`src/sv/thlu_pkg.sv`:
```
// Package for the temperature compensated humidity lookup.
// Holds sizes, calibration constants, the calibration table and the job type.
// No dependencies.
package thlu_pkg;

   localparam int LEVELS    = 18;
   localparam int TEMP_ROWS = 13;

   localparam int LEVEL_W  = $clog2(LEVELS);
   localparam int ROW_W    = $clog2(TEMP_ROWS);
   localparam int SAMPLE_W = 12;
   localparam int TEMP_W   = 8;
   localparam int TCLAMP_W = 6;
   localparam int FRAC_W   = 3;
   localparam int HUM_W    = 7;

   localparam int TEMP_STEP   = 5;
   localparam int HUMI_STEP   = 5;
   localparam int HUMI_TOP    = 95;
   localparam int HUMI_BOTTOM = 10;
   localparam int TEMP_HIGH   = 60;
   localparam int TEMP_LOW    = 0;

   // Division by five as a multiply and shift, exact over the ranges used.
   localparam int TEMP_RECIP = 13;
   localparam int TEMP_SHIFT = 6;
   localparam int DIV5_RECIP = 52429;
   localparam int DIV5_SHIFT = 18;

   localparam logic [SAMPLE_W-1:0] CAL_ROM [TEMP_ROWS][LEVELS] = '{
      '{12'd154, 12'd155, 12'd160, 12'd165, 12'd177, 12'd204, 12'd257, 12'd354, 12'd516,
        12'd803, 12'd1189, 12'd1633, 12'd2101, 12'd2579, 12'd2919, 12'd3204, 12'd3434,
        12'd3595},
      '{12'd154, 12'd155, 12'd161, 12'd168, 12'd186, 12'd223, 12'd296, 12'd429, 12'd650,
        12'd985, 12'd1408, 12'd1874, 12'd2330, 12'd2796, 12'd3113, 12'd3356, 12'd3571,
        12'd3702},
      '{12'd154, 12'd156, 12'd164, 12'd175, 12'd199, 12'd250, 12'd342, 12'd508, 12'd775,
        12'd1154, 12'd1633, 12'd2127, 12'd2540, 12'd2945, 12'd3236, 12'd3456, 12'd3619,
        12'd3736},
      '{12'd154, 12'd157, 12'd168, 12'd183, 12'd217, 12'd284, 12'd410, 12'd619, 12'd941,
        12'd1367, 12'd1835, 12'd2330, 12'd2750, 12'd3113, 12'd3370, 12'd3555, 12'd3676,
        12'd3780},
      '{12'd155, 12'd158, 12'd176, 12'd197, 12'd237, 12'd320, 12'd477, 12'd750, 12'd1121,
        12'd1604, 12'd2075, 12'd2540, 12'd2919, 12'd3236, 12'd3442, 12'd3611, 12'd3736,
        12'd3825},
      '{12'd155, 12'd160, 12'd183, 12'd210, 12'd264, 12'd375, 12'd579, 12'd901, 12'd1338,
        12'd1855, 12'd2298, 12'd2727, 12'd3055, 12'd3342, 12'd3539, 12'd3676, 12'd3780,
        12'd3853},
      '{12'd155, 12'd161, 12'd191, 12'd230, 12'd301, 12'd451, 12'd696, 12'd1062, 12'd1537,
        12'd2075, 12'd2502, 12'd2894, 12'd3204, 12'd3427, 12'd3595, 12'd3719, 12'd3807,
        12'd3871},
      '{12'd156, 12'd164, 12'd202, 12'd250, 12'd344, 12'd508, 12'd803, 12'd1226, 12'd1728,
        12'd2238, 12'd2705, 12'd3055, 12'd3302, 12'd3501, 12'd3652, 12'd3754, 12'd3834,
        12'd3899},
      '{12'd156, 12'd166, 12'd214, 12'd284, 12'd397, 12'd619, 12'd985, 12'd1429, 12'd1936,
        12'd2430, 12'd2820, 12'd3143, 12'd3370, 12'd3547, 12'd3685, 12'd3780, 12'd3853,
        12'd3909},
      '{12'd157, 12'd171, 12'd237, 12'd315, 12'd477, 12'd750, 12'd1154, 12'd1604, 12'd2101,
        12'd2540, 12'd2945, 12'd3236, 12'd3442, 12'd3603, 12'd3728, 12'd3816, 12'd3871,
        12'd3918},
      '{12'd158, 12'd174, 12'd253, 12'd354, 12'd545, 12'd865, 12'd1328, 12'd1835, 12'd2298,
        12'd2727, 12'd3055, 12'd3329, 12'd3516, 12'd3660, 12'd3762, 12'd3843, 12'd3895,
        12'd3938},
      '{12'd159, 12'd179, 12'd278, 12'd401, 12'd634, 12'd941, 12'd1524, 12'd2027, 12'd2502,
        12'd2844, 12'd3173, 12'd3398, 12'd3563, 12'd3693, 12'd3789, 12'd3862, 12'd3909,
        12'd3947},
      '{12'd160, 12'd184, 12'd301, 12'd457, 12'd739, 12'd1035, 12'd1711, 12'd2209, 12'd2662,
        12'd2999, 12'd3275, 12'd3456, 12'd3611, 12'd3728, 12'd3807, 12'd3871, 12'd3918,
        12'd3957}
   };

   typedef struct packed {
      logic [SAMPLE_W-1:0] sample;
      logic [ROW_W-1:0]    lo;
      logic [ROW_W-1:0]    hi;
      logic [FRAC_W-1:0]   frac;
   } thlu_job_type;

endpackage

```
`src/sv/thlu_front.sv`:
```
// Front end: accepts an item, clamps the temperature and picks the two table rows.
// Depends on thlu_pkg; feeds thlu_queue.
module thlu_front import thlu_pkg::*; (
   input  logic                     clock,
   input  logic                     reset,
   input  logic                     start,
   input  logic [SAMPLE_W-1:0]      adc_sample,
   input  logic signed [TEMP_W-1:0] temperature,
   input  logic                     queue_full,
   output logic                     busy,
   output logic                     push_valid,
   output thlu_job_type             push_job
);

   logic                  valid_ff, valid_in;
   thlu_job_type          job_ff, job_in;
   logic                  accept;
   logic [TCLAMP_W-1:0]   t_clamp;
   logic [9:0]            t_scaled;
   logic [ROW_W-1:0]      lo_raw, lo_row;
   logic [TCLAMP_W-1:0]   lo_times5;

   assign busy   = valid_ff && queue_full;
   assign accept = start && !busy;

   always_comb begin
      if (temperature > $signed(TEMP_W'(TEMP_HIGH))) begin
         t_clamp = TCLAMP_W'(TEMP_HIGH);
      end else if (temperature < $signed(TEMP_W'(TEMP_LOW))) begin
         t_clamp = TCLAMP_W'(TEMP_LOW);
      end else begin
         t_clamp = temperature[TCLAMP_W-1:0];
      end
   end

   // t / 5 for t in 0..60 is (t * 13) >> 6.
   assign t_scaled  = 10'(t_clamp) * 10'(TEMP_RECIP);
   assign lo_raw    = ROW_W'(t_scaled >> TEMP_SHIFT);
   assign lo_row    = (lo_raw > ROW_W'(TEMP_ROWS - 1)) ? ROW_W'(TEMP_ROWS - 1) : lo_raw;
   assign lo_times5 = TCLAMP_W'(lo_raw) * TCLAMP_W'(TEMP_STEP);

   always_comb begin
      job_in.sample = adc_sample;
      job_in.lo     = lo_row;
      job_in.hi     = (lo_row == ROW_W'(TEMP_ROWS - 1)) ? lo_row : lo_row + 1'b1;
      job_in.frac   = FRAC_W'(t_clamp - lo_times5);
   end

   assign valid_in = accept || (valid_ff && queue_full);

   always_ff @(posedge clock) begin
      if (reset) begin
         valid_ff <= 1'b0;
      end else begin
         valid_ff <= valid_in;
      end
      if (accept) begin
         job_ff <= job_in;
      end
   end

   assign push_valid = valid_ff && !queue_full;
   assign push_job   = job_ff;

endmodule

```
`src/sv/thlu_queue.sv`:
```
// Two-entry queue between the front end and the lookup engine.
// Depends on thlu_pkg.
module thlu_queue import thlu_pkg::*; (
   input  logic         clock,
   input  logic         reset,
   input  logic         push,
   input  thlu_job_type push_job,
   input  logic         pop,
   output logic         full,
   output logic         pop_valid,
   output thlu_job_type pop_job
);

   thlu_job_type entry_ff [2];
   logic         wr_ptr_ff, wr_ptr_in;
   logic         rd_ptr_ff, rd_ptr_in;
   logic [1:0]   count_ff, count_in;

   assign full      = (count_ff == 2'd2);
   assign pop_valid = (count_ff != 2'd0);
   assign pop_job   = entry_ff[rd_ptr_ff];

   always_comb begin
      wr_ptr_in = push ? !wr_ptr_ff : wr_ptr_ff;
      rd_ptr_in = pop ? !rd_ptr_ff : rd_ptr_ff;
      count_in  = count_ff + {1'b0, push} - {1'b0, pop};
   end

   always_ff @(posedge clock) begin
      if (reset) begin
         wr_ptr_ff <= 1'b0;
         rd_ptr_ff <= 1'b0;
         count_ff  <= 2'd0;
      end else begin
         wr_ptr_ff <= wr_ptr_in;
         rd_ptr_ff <= rd_ptr_in;
         count_ff  <= count_in;
      end
      if (push) begin
         entry_ff[wr_ptr_ff] <= push_job;
      end
   end

endmodule

```
`src/sv/thlu_back.sv`:
```
// Lookup engine: builds the interpolated row one level at a time, searches it,
// and divides for the fractional humidity step. Depends on thlu_pkg.
module thlu_back import thlu_pkg::*; (
   input  logic             clock,
   input  logic             reset,
   input  logic             job_valid,
   input  thlu_job_type     job,
   output logic             job_pop,
   output logic             rsp_valid,
   output logic [HUM_W-1:0] rsp_humidity,
   output logic             rsp_saturated
);

   localparam logic [2:0] ST_IDLE  = 3'd0;
   localparam logic [2:0] ST_FETCH = 3'd1;
   localparam logic [2:0] ST_ROW   = 3'd2;
   localparam logic [2:0] ST_DIV   = 3'd3;

   logic [2:0]          state_ff, state_in;
   thlu_job_type        job_ff, job_in;
   logic [LEVEL_W-1:0]  level_ff, level_in;
   logic [SAMPLE_W-1:0] a_ff, a_in;
   logic signed [15:0]  prod_ff, prod_in;
   logic signed [13:0]  below_ff, below_in;
   logic signed [13:0]  cur_ff, cur_in;
   logic [15:0]         rem_ff, rem_in;
   logic [2:0]          quo_ff, quo_in;
   logic [1:0]          bit_ff, bit_in;
   logic                out_valid_ff, out_valid_in;
   logic [HUM_W-1:0]    out_hum_ff, out_hum_in;
   logic                out_sat_ff, out_sat_in;

   logic [SAMPLE_W-1:0] rom_a, rom_b;
   logic signed [12:0]  diff;
   logic signed [15:0]  diff_ext, frac_ext;
   logic [14:0]         mag;
   logic [30:0]         qprod;
   logic [12:0]         q;
   logic signed [13:0]  q_signed, row_val, sample_s;
   logic [15:0]         gap, num;
   logic signed [13:0]  den;
   logic [15:0]         trial;
   logic [2:0]          quo_next;
   logic [LEVEL_W-1:0]  level_m1;
   logic [7:0]          hum_sum;

   assign rom_a    = CAL_ROM[job_ff.lo][level_ff];
   assign rom_b    = CAL_ROM[job_ff.hi][level_ff];
   assign diff     = $signed({1'b0, rom_b}) - $signed({1'b0, rom_a});
   assign diff_ext = {{3{diff[12]}}, diff};
   assign frac_ext = {13'b0, job_ff.frac};
   assign prod_in  = diff_ext * frac_ext;

   // Truncating division by five works on the magnitude, then restores the sign.
   assign mag      = prod_ff[15] ? 15'(-prod_ff) : prod_ff[14:0];
   assign qprod    = 31'(mag) * 31'(DIV5_RECIP);
   assign q        = qprod[DIV5_SHIFT+12:DIV5_SHIFT];
   assign q_signed = prod_ff[15] ? -$signed({1'b0, q}) : $signed({1'b0, q});
   assign row_val  = $signed({2'b0, a_ff}) + q_signed;
   assign sample_s = $signed({2'b0, job_ff.sample});

   assign gap      = 16'(sample_s - below_ff);
   assign num      = (gap << 2) + gap;
   assign den      = cur_ff - below_ff;
   assign trial    = 16'(den) << bit_ff;
   assign quo_next = quo_ff | (3'd1 << bit_ff);

   assign level_m1 = level_ff - 1'b1;
   assign hum_sum  = 8'(HUMI_BOTTOM) + 8'(level_m1) * 8'(HUMI_STEP) + 8'(quo_in);

   assign job_pop = (state_ff == ST_IDLE) && job_valid;

   always_comb begin
      state_in     = state_ff;
      job_in       = job_ff;
      level_in     = level_ff;
      a_in         = a_ff;
      below_in     = below_ff;
      cur_in       = cur_ff;
      rem_in       = rem_ff;
      quo_in       = quo_ff;
      bit_in       = bit_ff;
      out_valid_in = 1'b0;
      out_hum_in   = out_hum_ff;
      out_sat_in   = out_sat_ff;
      case (state_ff)
         ST_IDLE: begin
            if (job_valid) begin
               job_in   = job;
               level_in = '0;
               state_in = ST_FETCH;
            end
         end
         ST_FETCH: begin
            a_in     = rom_a;
            state_in = ST_ROW;
         end
         ST_ROW: begin
            if (sample_s <= row_val) begin
               if (level_ff == '0) begin
                  out_valid_in = 1'b1;
                  out_hum_in   = HUM_W'(HUMI_BOTTOM);
                  out_sat_in   = 1'b0;
                  state_in     = ST_IDLE;
               end else begin
                  cur_in   = row_val;
                  rem_in   = num;
                  quo_in   = '0;
                  bit_in   = 2'd2;
                  state_in = ST_DIV;
               end
            end else begin
               below_in = row_val;
               if (level_ff == LEVEL_W'(LEVELS - 1)) begin
                  out_valid_in = 1'b1;
                  out_hum_in   = HUM_W'(HUMI_TOP);
                  out_sat_in   = 1'b1;
                  state_in     = ST_IDLE;
               end else begin
                  level_in = level_ff + 1'b1;
                  state_in = ST_FETCH;
               end
            end
         end
         ST_DIV: begin
            // The quotient is at most five, so three restoring steps suffice.
            if (rem_ff >= trial) begin
               rem_in = rem_ff - trial;
               quo_in = quo_next;
            end
            if (bit_ff == 2'd0) begin
               out_valid_in = 1'b1;
               out_hum_in   = (hum_sum > 8'(HUMI_TOP)) ? HUM_W'(HUMI_TOP) : hum_sum[HUM_W-1:0];
               out_sat_in   = 1'b0;
               state_in     = ST_IDLE;
            end else begin
               bit_in = bit_ff - 1'b1;
            end
         end
         default: begin
            state_in = ST_IDLE;
         end
      endcase
   end

   always_ff @(posedge clock) begin
      if (reset) begin
         state_ff     <= ST_IDLE;
         out_valid_ff <= 1'b0;
      end else begin
         state_ff     <= state_in;
         out_valid_ff <= out_valid_in;
      end
      job_ff     <= job_in;
      level_ff   <= level_in;
      a_ff       <= a_in;
      prod_ff    <= prod_in;
      below_ff   <= below_in;
      cur_ff     <= cur_in;
      rem_ff     <= rem_in;
      quo_ff     <= quo_in;
      bit_ff     <= bit_in;
      out_hum_ff <= out_hum_in;
      out_sat_ff <= out_sat_in;
   end

   assign rsp_valid     = out_valid_ff;
   assign rsp_humidity  = out_hum_ff;
   assign rsp_saturated = out_sat_ff;

endmodule

```
`src/sv/temp_compensated_humidity_lookup.sv`:
```
// Top level of the temperature compensated humidity lookup.
// Depends on thlu_pkg, thlu_front, thlu_queue and thlu_back.
//
// An item is taken when start is high and busy is low; its humidity comes back
// on rsp_humidity with rsp_saturated for one cycle, marked by rsp_valid, and the
// receiver has to take it then. A sample at or below the first table entry gives
// 10 %RH; one above the top entry gives 95 %RH with rsp_saturated set. The engine
// builds the interpolated table row one level at a time, through a fetch state
// and a row state per level, stops at the first entry at or above the sample,
// then runs a restoring division for the fractional step.
// A two-entry queue lets the front end take up to three items ahead of the engine
// before busy rises.
module temp_compensated_humidity_lookup import thlu_pkg::*; (
   input  logic                     clock,
   input  logic                     reset,
   input  logic                     start,
   output logic                     busy,
   input  logic [SAMPLE_W-1:0]      req_adc_sample,
   input  logic signed [TEMP_W-1:0] req_temperature,
   output logic                     rsp_valid,
   output logic [HUM_W-1:0]         rsp_humidity,
   output logic                     rsp_saturated
);

   logic         queue_full;
   logic         push_valid;
   thlu_job_type push_job;
   logic         job_pop;
   logic         job_valid;
   thlu_job_type job;

   thlu_front u_front (
      .clock       (clock),
      .reset       (reset),
      .start       (start),
      .adc_sample  (req_adc_sample),
      .temperature (req_temperature),
      .queue_full  (queue_full),
      .busy        (busy),
      .push_valid  (push_valid),
      .push_job    (push_job)
   );

   thlu_queue u_queue (
      .clock     (clock),
      .reset     (reset),
      .push      (push_valid),
      .push_job  (push_job),
      .pop       (job_pop),
      .full      (queue_full),
      .pop_valid (job_valid),
      .pop_job   (job)
   );

   thlu_back u_back (
      .clock         (clock),
      .reset         (reset),
      .job_valid     (job_valid),
      .job           (job),
      .job_pop       (job_pop),
      .rsp_valid     (rsp_valid),
      .rsp_humidity  (rsp_humidity),
      .rsp_saturated (rsp_saturated)
   );

   a_strobe_single : assert property (@(posedge clock) disable iff (reset)
      rsp_valid |=> !rsp_valid)
      else $error("result strobe lasted more than one cycle");

   a_saturated_top : assert property (@(posedge clock) disable iff (reset)
      (rsp_valid && rsp_saturated) |-> (rsp_humidity == HUM_W'(HUMI_TOP)))
      else $error("saturated result without top humidity");

   a_humidity_range : assert property (@(posedge clock) disable iff (reset)
      rsp_valid |-> (rsp_humidity >= HUM_W'(HUMI_BOTTOM) && rsp_humidity <= HUM_W'(HUMI_TOP)))
      else $error("humidity out of range");

   a_accept_staged : assert property (@(posedge clock) disable iff (reset)
      (start && !busy) |=> (push_valid || queue_full))
      else $error("accepted item not held in the front end");

endmodule
```
`config.mk`:
```
export PLATFORM = sky130hd
export DESIGN_NAME = temp_compensated_humidity_lookup
export DESIGN_NICKNAME = d
export VERILOG_FILES = /design/src/sv/thlu_pkg.sv /design/src/sv/thlu_front.sv /design/src/sv/thlu_queue.sv /design/src/sv/thlu_back.sv /design/src/sv/temp_compensated_humidity_lookup.sv
export SDC_FILE = /design/constraint.sdc
export NUM_CORES = 1
export LEC_CHECK = 0
export BUFFER_PORTS_ARGS = -buffer_cell sky130_fd_sc_hd__buf_4
export CORE_UTILIZATION = 42
export CTS_CLUSTER_DIAMETER = 150
export DETAILED_ROUTE_END_ITERATION = 10
export SKIP_LAST_GASP = 1
export SYNTH_ARGS = -nofsm -noshare
export SYNTH_HDL_FRONTEND = slang
export SYNTH_SLANG_ARGS = --single-unit
```
`constraint.sdc`:
```
create_clock -name clock -period 17.8 [get_ports clock]
set_clock_uncertainty 0.1 [all_clocks]
set_input_delay 0.89 -clock clock [delete_from_list [all_inputs] [get_ports clock]]
set_output_delay 0.89 -clock clock [all_outputs]
set_load 0.01 [all_outputs]
```
==> results of run 1 <==
worst max-delay path by stage:
stage               slack [ns]                       from                                to  cells after the start
floorplan                 6.16  u_back.prod_ff[8]$_DFF_P_  u_back.rsp_humidity[0]$_DFFE_PP_                     48
global placement          5.23  u_back.prod_ff[8]$_DFF_P_  u_back.rsp_humidity[0]$_DFFE_PP_                     46
detailed placement        4.86  u_back.prod_ff[7]$_DFF_P_  u_back.rsp_humidity[0]$_DFFE_PP_                     46
CTS                       4.84  u_back.prod_ff[7]$_DFF_P_  u_back.rsp_humidity[0]$_DFFE_PP_                     46
global route              3.74  u_back.prod_ff[7]$_DFF_P_  u_back.rsp_humidity[0]$_DFFE_PP_                     45
finish                    4.70  u_back.prod_ff[7]$_DFF_P_  u_back.rsp_humidity[0]$_DFFE_PP_                     46
metal layers:
metal	vias up	wire, um	global-route usage
met5	-	0	0
met4	0	3541	0.1311
met3	231	5431	0.04350
met2	943	36290	0.4529
met1	10280	34050	0.3731
li1	9997	-	-
registers in the layout (all words and copies together), names as in the netlist, 2 cells and up:
name                 count
u_back.frac_ext          3
u_back.level_ff          5
u_back.below_ff         14
u_front.push_job        23
u_back.prod_ff          16
u_back.job_ff           20
u_back.bit_ff            2
u_back.rem_ff           16
u_back.rsp_humidity      7
u_back.cur_ff           14
u_back.state_ff          2
u_back.a_ff             12
u_queue.count_ff         2
u_queue.entry_ff        46
u_back.quo_ff            3
cells in the mapped netlist (29+ instances only):
master,count
a21oi_1,229
nand2b_1,29
nand2_1,267
nor3_1,64
o21ai_0,203
ha_1,318
o211ai_1,35
fa_1,83
mux2_2,35
a31oi_1,29
inv_1,264
clkbuf_1,117
a21o_1,44
and2_1,35
xor2_1,39
edfxtp_1,163
nand3_1,39
nor2_1,253
nor2b_1,43
a211oi_1,36
xnor2_1,95
stage by stage:
step / utilization / instances / hold slack (ns) / setup WS, ns / area [um2]
final: 0.4525 / 3532 / 0.3480 / 4.705 / 24930
after global routing: 0.4525 / 3532 / 0.3578 / 3.744 / 24930
after CTS: 0.4525 / 3532 / 0.3486 / 4.836 / 24930
after detailed placement: 0.4414 / 3500 / 0.3306 / 4.862 / 24320
after global placement: 0.4414 / 3500 / 0.3264 / 5.227 / 24320
after floorplan: - / 2828 / 0.3215 / 6.157 / 23390
kinds of logic after synthesis:
group | Yosys count | share of synthesized area
multiplexers | 60 | 0.02915
adder cells (fa/ha/maj) | 401 | 0.2411
flip-flops | 190 | 0.2324
AO/OA/AOI/OAI | 808 | 0.2195
AND/OR/NAND/NOR | 819 | 0.1601
buffers and inverters | 415 | 0.06692
XOR/XNOR | 135 | 0.05087
layout make-up:
cell class,instances,area share
Sequential cell,190,0.2180
Timing Repair Buffer,70,0.02158
Tap cell,748,0.03754
Clock buffer,17,0.01706
Clock inverter,15,0.007529
Multi-Input combinational cell,2223,0.6578
Inverter,269,0.04050
==> results.md, run 1 <==
* Worst-path fanout max at 11
* Worst Setup Start Kind: flip-flop
* Distinct cell type count after synthesis at 82
* R2r startpoint: u_back.prod_ff[7]$_DFF_P_
* Min Tclk post-route at 13.10 ns
* Most frequent cells in the layout: 318 x ha_1, 267 x nand2_1, 264 x inv_1, 251 x nor2_1, 229 x a21oi_1
* Final Hold Fails at 0
* DRC violations left at 0
* Slowest cell on the critical path: or4_4
* Die H at 238.0 um
* Hold path start: u_front.push_job[12]$_DFFE_PP_
* Vias in the first global route at 21150
* Most common cell after layout, fill and taps aside: ha_1
* # hold bufs at CTS at 0
* Hold path cells at 0
* Mapped Area at 23390 um2
* DR iter-0 viols at 1959
* First-pass DRT Iterations at 6
* Slew Viols, Final at 0
* Critical setup path kind: reg -> reg
* Via count at 21450
* Setup TNS at 0 ns
* Delay-heaviest family, CP: compound AO/OA/AOI/OAI gates
* Top post-synthesis cells by area: edfxtp_1 21%, ha_1 17%, fa_1 7.1%
* TritonCTS clock tree: yes
* Hold path endpoint: u_queue.entry_ff[0][12]$_DFFE_PP_
* Post-DP HPWL at 60200 um
* Wirelength per Cell at 22.45 um
* Crit path buf inv count at 2
* CTS sink count at 190
* Most used cell, CP: a21oi_1
* TritonCTS buffer count at 17
* CP endpoint kind: flip-flop
* Reg2reg end: u_back.rsp_humidity[0]$_DFFE_PP_
* ANT cells at 0
* Worst Hold Class: reg -> reg
* Ys async rst share at 0
* Post-Syn Instances at 2828
* Register bit total from synthesis at 190
* Worst Tran Pin Value at 1.224 ns
* Post-CTS Setup Bufs at 0
* Crit path arrival time at 13.19 ns
* Worst rel slew slack at 0.1810
* # resized after CTS at 0
* Status: completed
* Initial Util at 0.4246
* Slowest stage delay, CP at 0.55 ns
* Core Footprint at 55090 um2
* Initial antenna violation count at 0
* Clk Latency, worst-skew pair at 0.47 ns
* Syn nets at 3252
* Cell taking the most area after synthesis: edfxtp_1
* Dominant synthesized flop cell: edfxtp_1
* Layout cells sized above 1 at 0.06142
* Fill count at 5505
* Largest net degree at the start of global routing at 150
* Synth warnings at 0
* Clock-pin slew on the worst setup and hold paths at 0.07 ns
* DRT Wirelength at 79310 um
* Die Wd at 238.0 um
* Synth Area per Inst at 8.271 um2
* Final period util at 0.7357
* Post-synth EDFFs at 163
* Area of the multi-input gates at 16400 um2
* I/O Buffers at 32
* RSZ-0062 raised after global routing: no
* MaxCap Viol Count at 0
* Avg Vias per Cell at 6.073
* Area share of the leading cell type in the synthesized netlist at 0.2093
* Die area at 56640 um2
* Routability cong. at 0.9783
* # nets final at 3195
* Critical path data required time at 17.89 ns
* Max Fclk at 76.36 MHz
* Routed Antenna Nets at 0
* Max Root-Sink Buffers at 2
* Total gr overflow at 0
* CTS root buf: clkbuf_16
* Reg-to-reg slack, setup at 4.70 ns
* R2R depth at 46
* Number of core rows at 86
* CTS H-tree lvls at 4
* Register area share after synthesis at 0.2324
* Final setup fails at 0
* Sequential Area at 5435 um2
* P&R area growth vs syn at 6.580%
* First-pass GRT wire length at 123500 um
* I/O pin cnt at 33
* Total GRT Usage at 0.2823
Power of run 1 is left out: the tool's default activity adds up to more than one toggle a clock period on the data nets, which glitch-free logic cannot reach.
==> inputs of run 2 (changes only) <==
- clock period: 17.8 -> 11 ns (I/O delays scaled with it)
==> results.md, run 2 (synthesis gave the netlist of run 1 again) <==
* Via count at 22460
* Layout Utilization at 0.4903
* Setup WS post-layout at -0.7022 ns
* MaxCap Viol Count at 0
* R2r startpoint: u_back.prod_ff[8]$_DFF_P_
* Layout cells sized above 1 at 0.1531
* DRT Wirelength at 82360 um
* Critical setup path kind: reg -> reg
* Sequential Area at 5436 um2
* I/O Buffers at 32
* Hold path cells at 1
* Setup crit end: u_back.rsp_humidity[2]$_DFFE_PP_
* Min Tclk post-route at 11.70 ns
* Fill count at 5399
* Max reg flops at 46
* Max Root-Sink Buffers at 2
* Pre-CTS setup slack at -0.7798 ns
* # nets final at 3416
* DRC violations left at 0
* Clk Latency, worst-skew pair at 0.47 ns
* CTS root buf: clkbuf_16
* Routed Antenna Nets at 0
* Wirelength per Cell at 21.95 um
* P&R area growth vs syn at 15.48%
* Total gr overflow at 0
* Post-DP HPWL at 62760 um
* Worst rel slew slack at 0.2037
* Crit path arrival time at 11.80 ns
* R2R depth at 47
* TritonCTS clock tree: yes
* Initial antenna violation count at 2
* RSZ-0062 raised after global routing: yes
* Die Wd at 238.0 um
* Slowest stage delay, CP at 0.59 ns
* I/O pin cnt at 33
* TritonCTS buffer count at 17
* Largest reg by FF count: u_queue.entry_ff
* Final period util at 1.064
* Die H at 238.0 um
* First-pass GRT wire length at 125800 um
* Die area at 56640 um2
* Routability cong. at 0.9891
* Largest net degree at the start of global routing at 90
* CTS sink count at 190
* Min Hold Slack at 0.1633 ns
* DR iter-0 viols at 2178
* CTS H-tree lvls at 4
* First-pass DRT Iterations at 5
* Critical path data required time at 11.10 ns
* Initial Util at 0.4246
* Worst Hold Class: in -> reg
* Total GRT Usage at 0.2873
* Reg2reg end: u_back.rsp_humidity[2]$_DFFE_PP_
* Number of core rows at 86
* Status: complete, but fails checks
* Max Fclk at 85.45 MHz
* Avg Vias per Cell at 5.986
* ANT cells at 0
* Worst Setup Start Kind: flip-flop
* Final Hold Fails at 0
* Clock-pin slew on the worst setup and hold paths at 0.07 ns
* Reg-to-reg slack, setup at -0.70 ns
* Core Footprint at 55090 um2
* Area of the multi-input gates at 16850 um2
* Most common cell after layout, fill and taps aside: ha_1
* Most frequent cells in the layout: 309 x ha_1, 288 x buf_4, 266 x nand2_1, 263 x inv_1, 248 x nor2_1
* Vias in the first global route at 21840
* Worst Tran Pin Value at 1.189 ns
* Final setup fails at 7
* Slew Viols, Final at 0
* Violated checks: setup timing
* Slowest cell on the critical path: fa_1
* Worst-path fanout max at 6
* CP endpoint kind: flip-flop
* Worst setup path startpoint: u_back.prod_ff[8]$_DFF_P_
==> run 2: changes by cell type in the layout (fill, tap and decap cells not counted), moves of 7 or more <==
cell,previous run,this run
a21oi_1,229,217
a21oi_2,1,12
buf_4,69,288
ha_1,318,309
o21ai_0,203,194
o21ai_1,1,8
xnor2_1,95,84
xnor2_2,1,12
==> run 2: timing repair <==
action	CTS	global route
setup buffers	20	19
hold buffers	0	0
setup endpoints to repair	7	45
resized for setup	14	52
pin swaps	21	40
==> run 2: layer usage <==
| metal | track usage | up-vias | share of wire |
|---|---|---|---|
| met5 | 0 | - | 0.00011 |
| met4 | 0.1132 | 2 | 0.038 |
| met3 | 0.04963 | 209 | 0.077 |
| met2 | 0.4710 | 1004 | 0.46 |
| met1 | 0.3757 | 10810 | 0.42 |
| li1 | - | 10440 | - |
==> run 2: cell type report <==
type,count,share of cell area
Clock inverter,15,0.005605
Inverter,269,0.03738
Clock buffer,17,0.01575
Sequential cell,190,0.2013
Timing Repair Buffer,291,0.08162
Tap cell,748,0.03465
Multi-Input combinational cell,2223,0.6237
==> run 2: metrics by stage <==
stage	instance area, um2	TNS, ns	cells
floorplan	23530	-1.102	2828
global placement	25820	-3.764	3682
detailed placement	25820	-5.142	3682
CTS	26600	-3.551	3734
global route	27010	-8.155	3753
finish	27010	-4.610	3753
==> run 2: worst min path at each step <==
stage	from	endpoint
after floorplan	u_front.push_job[0]$_DFFE_PP_	u_queue.entry_ff[0][0]$_DFFE_PP_
after global placement	u_front.push_job[9]$_DFFE_PP_	u_queue.entry_ff[1][9]$_DFFE_PP_
after detailed placement	u_front.push_job[12]$_DFFE_PP_	u_queue.entry_ff[1][12]$_DFFE_PP_
after CTS	req_adc_sample[1]	u_front.push_job[12]$_DFFE_PP_
after global routing	req_adc_sample[5]	u_front.push_job[16]$_DFFE_PP_
final	req_adc_sample[1]	u_front.push_job[12]$_DFFE_PP_
==> run 2: worst max-delay path, delay by kind of cell (launching register included) <==
family          cells  cell delay [ns]
fa+ha+maj          10             3.89
compound gates     18             3.38
simple gates        7             2.13
xor+xnor            6             0.88
buf+inv             6             0.73
flops               1             0.32
Power of run 2 is left out for the same reason.
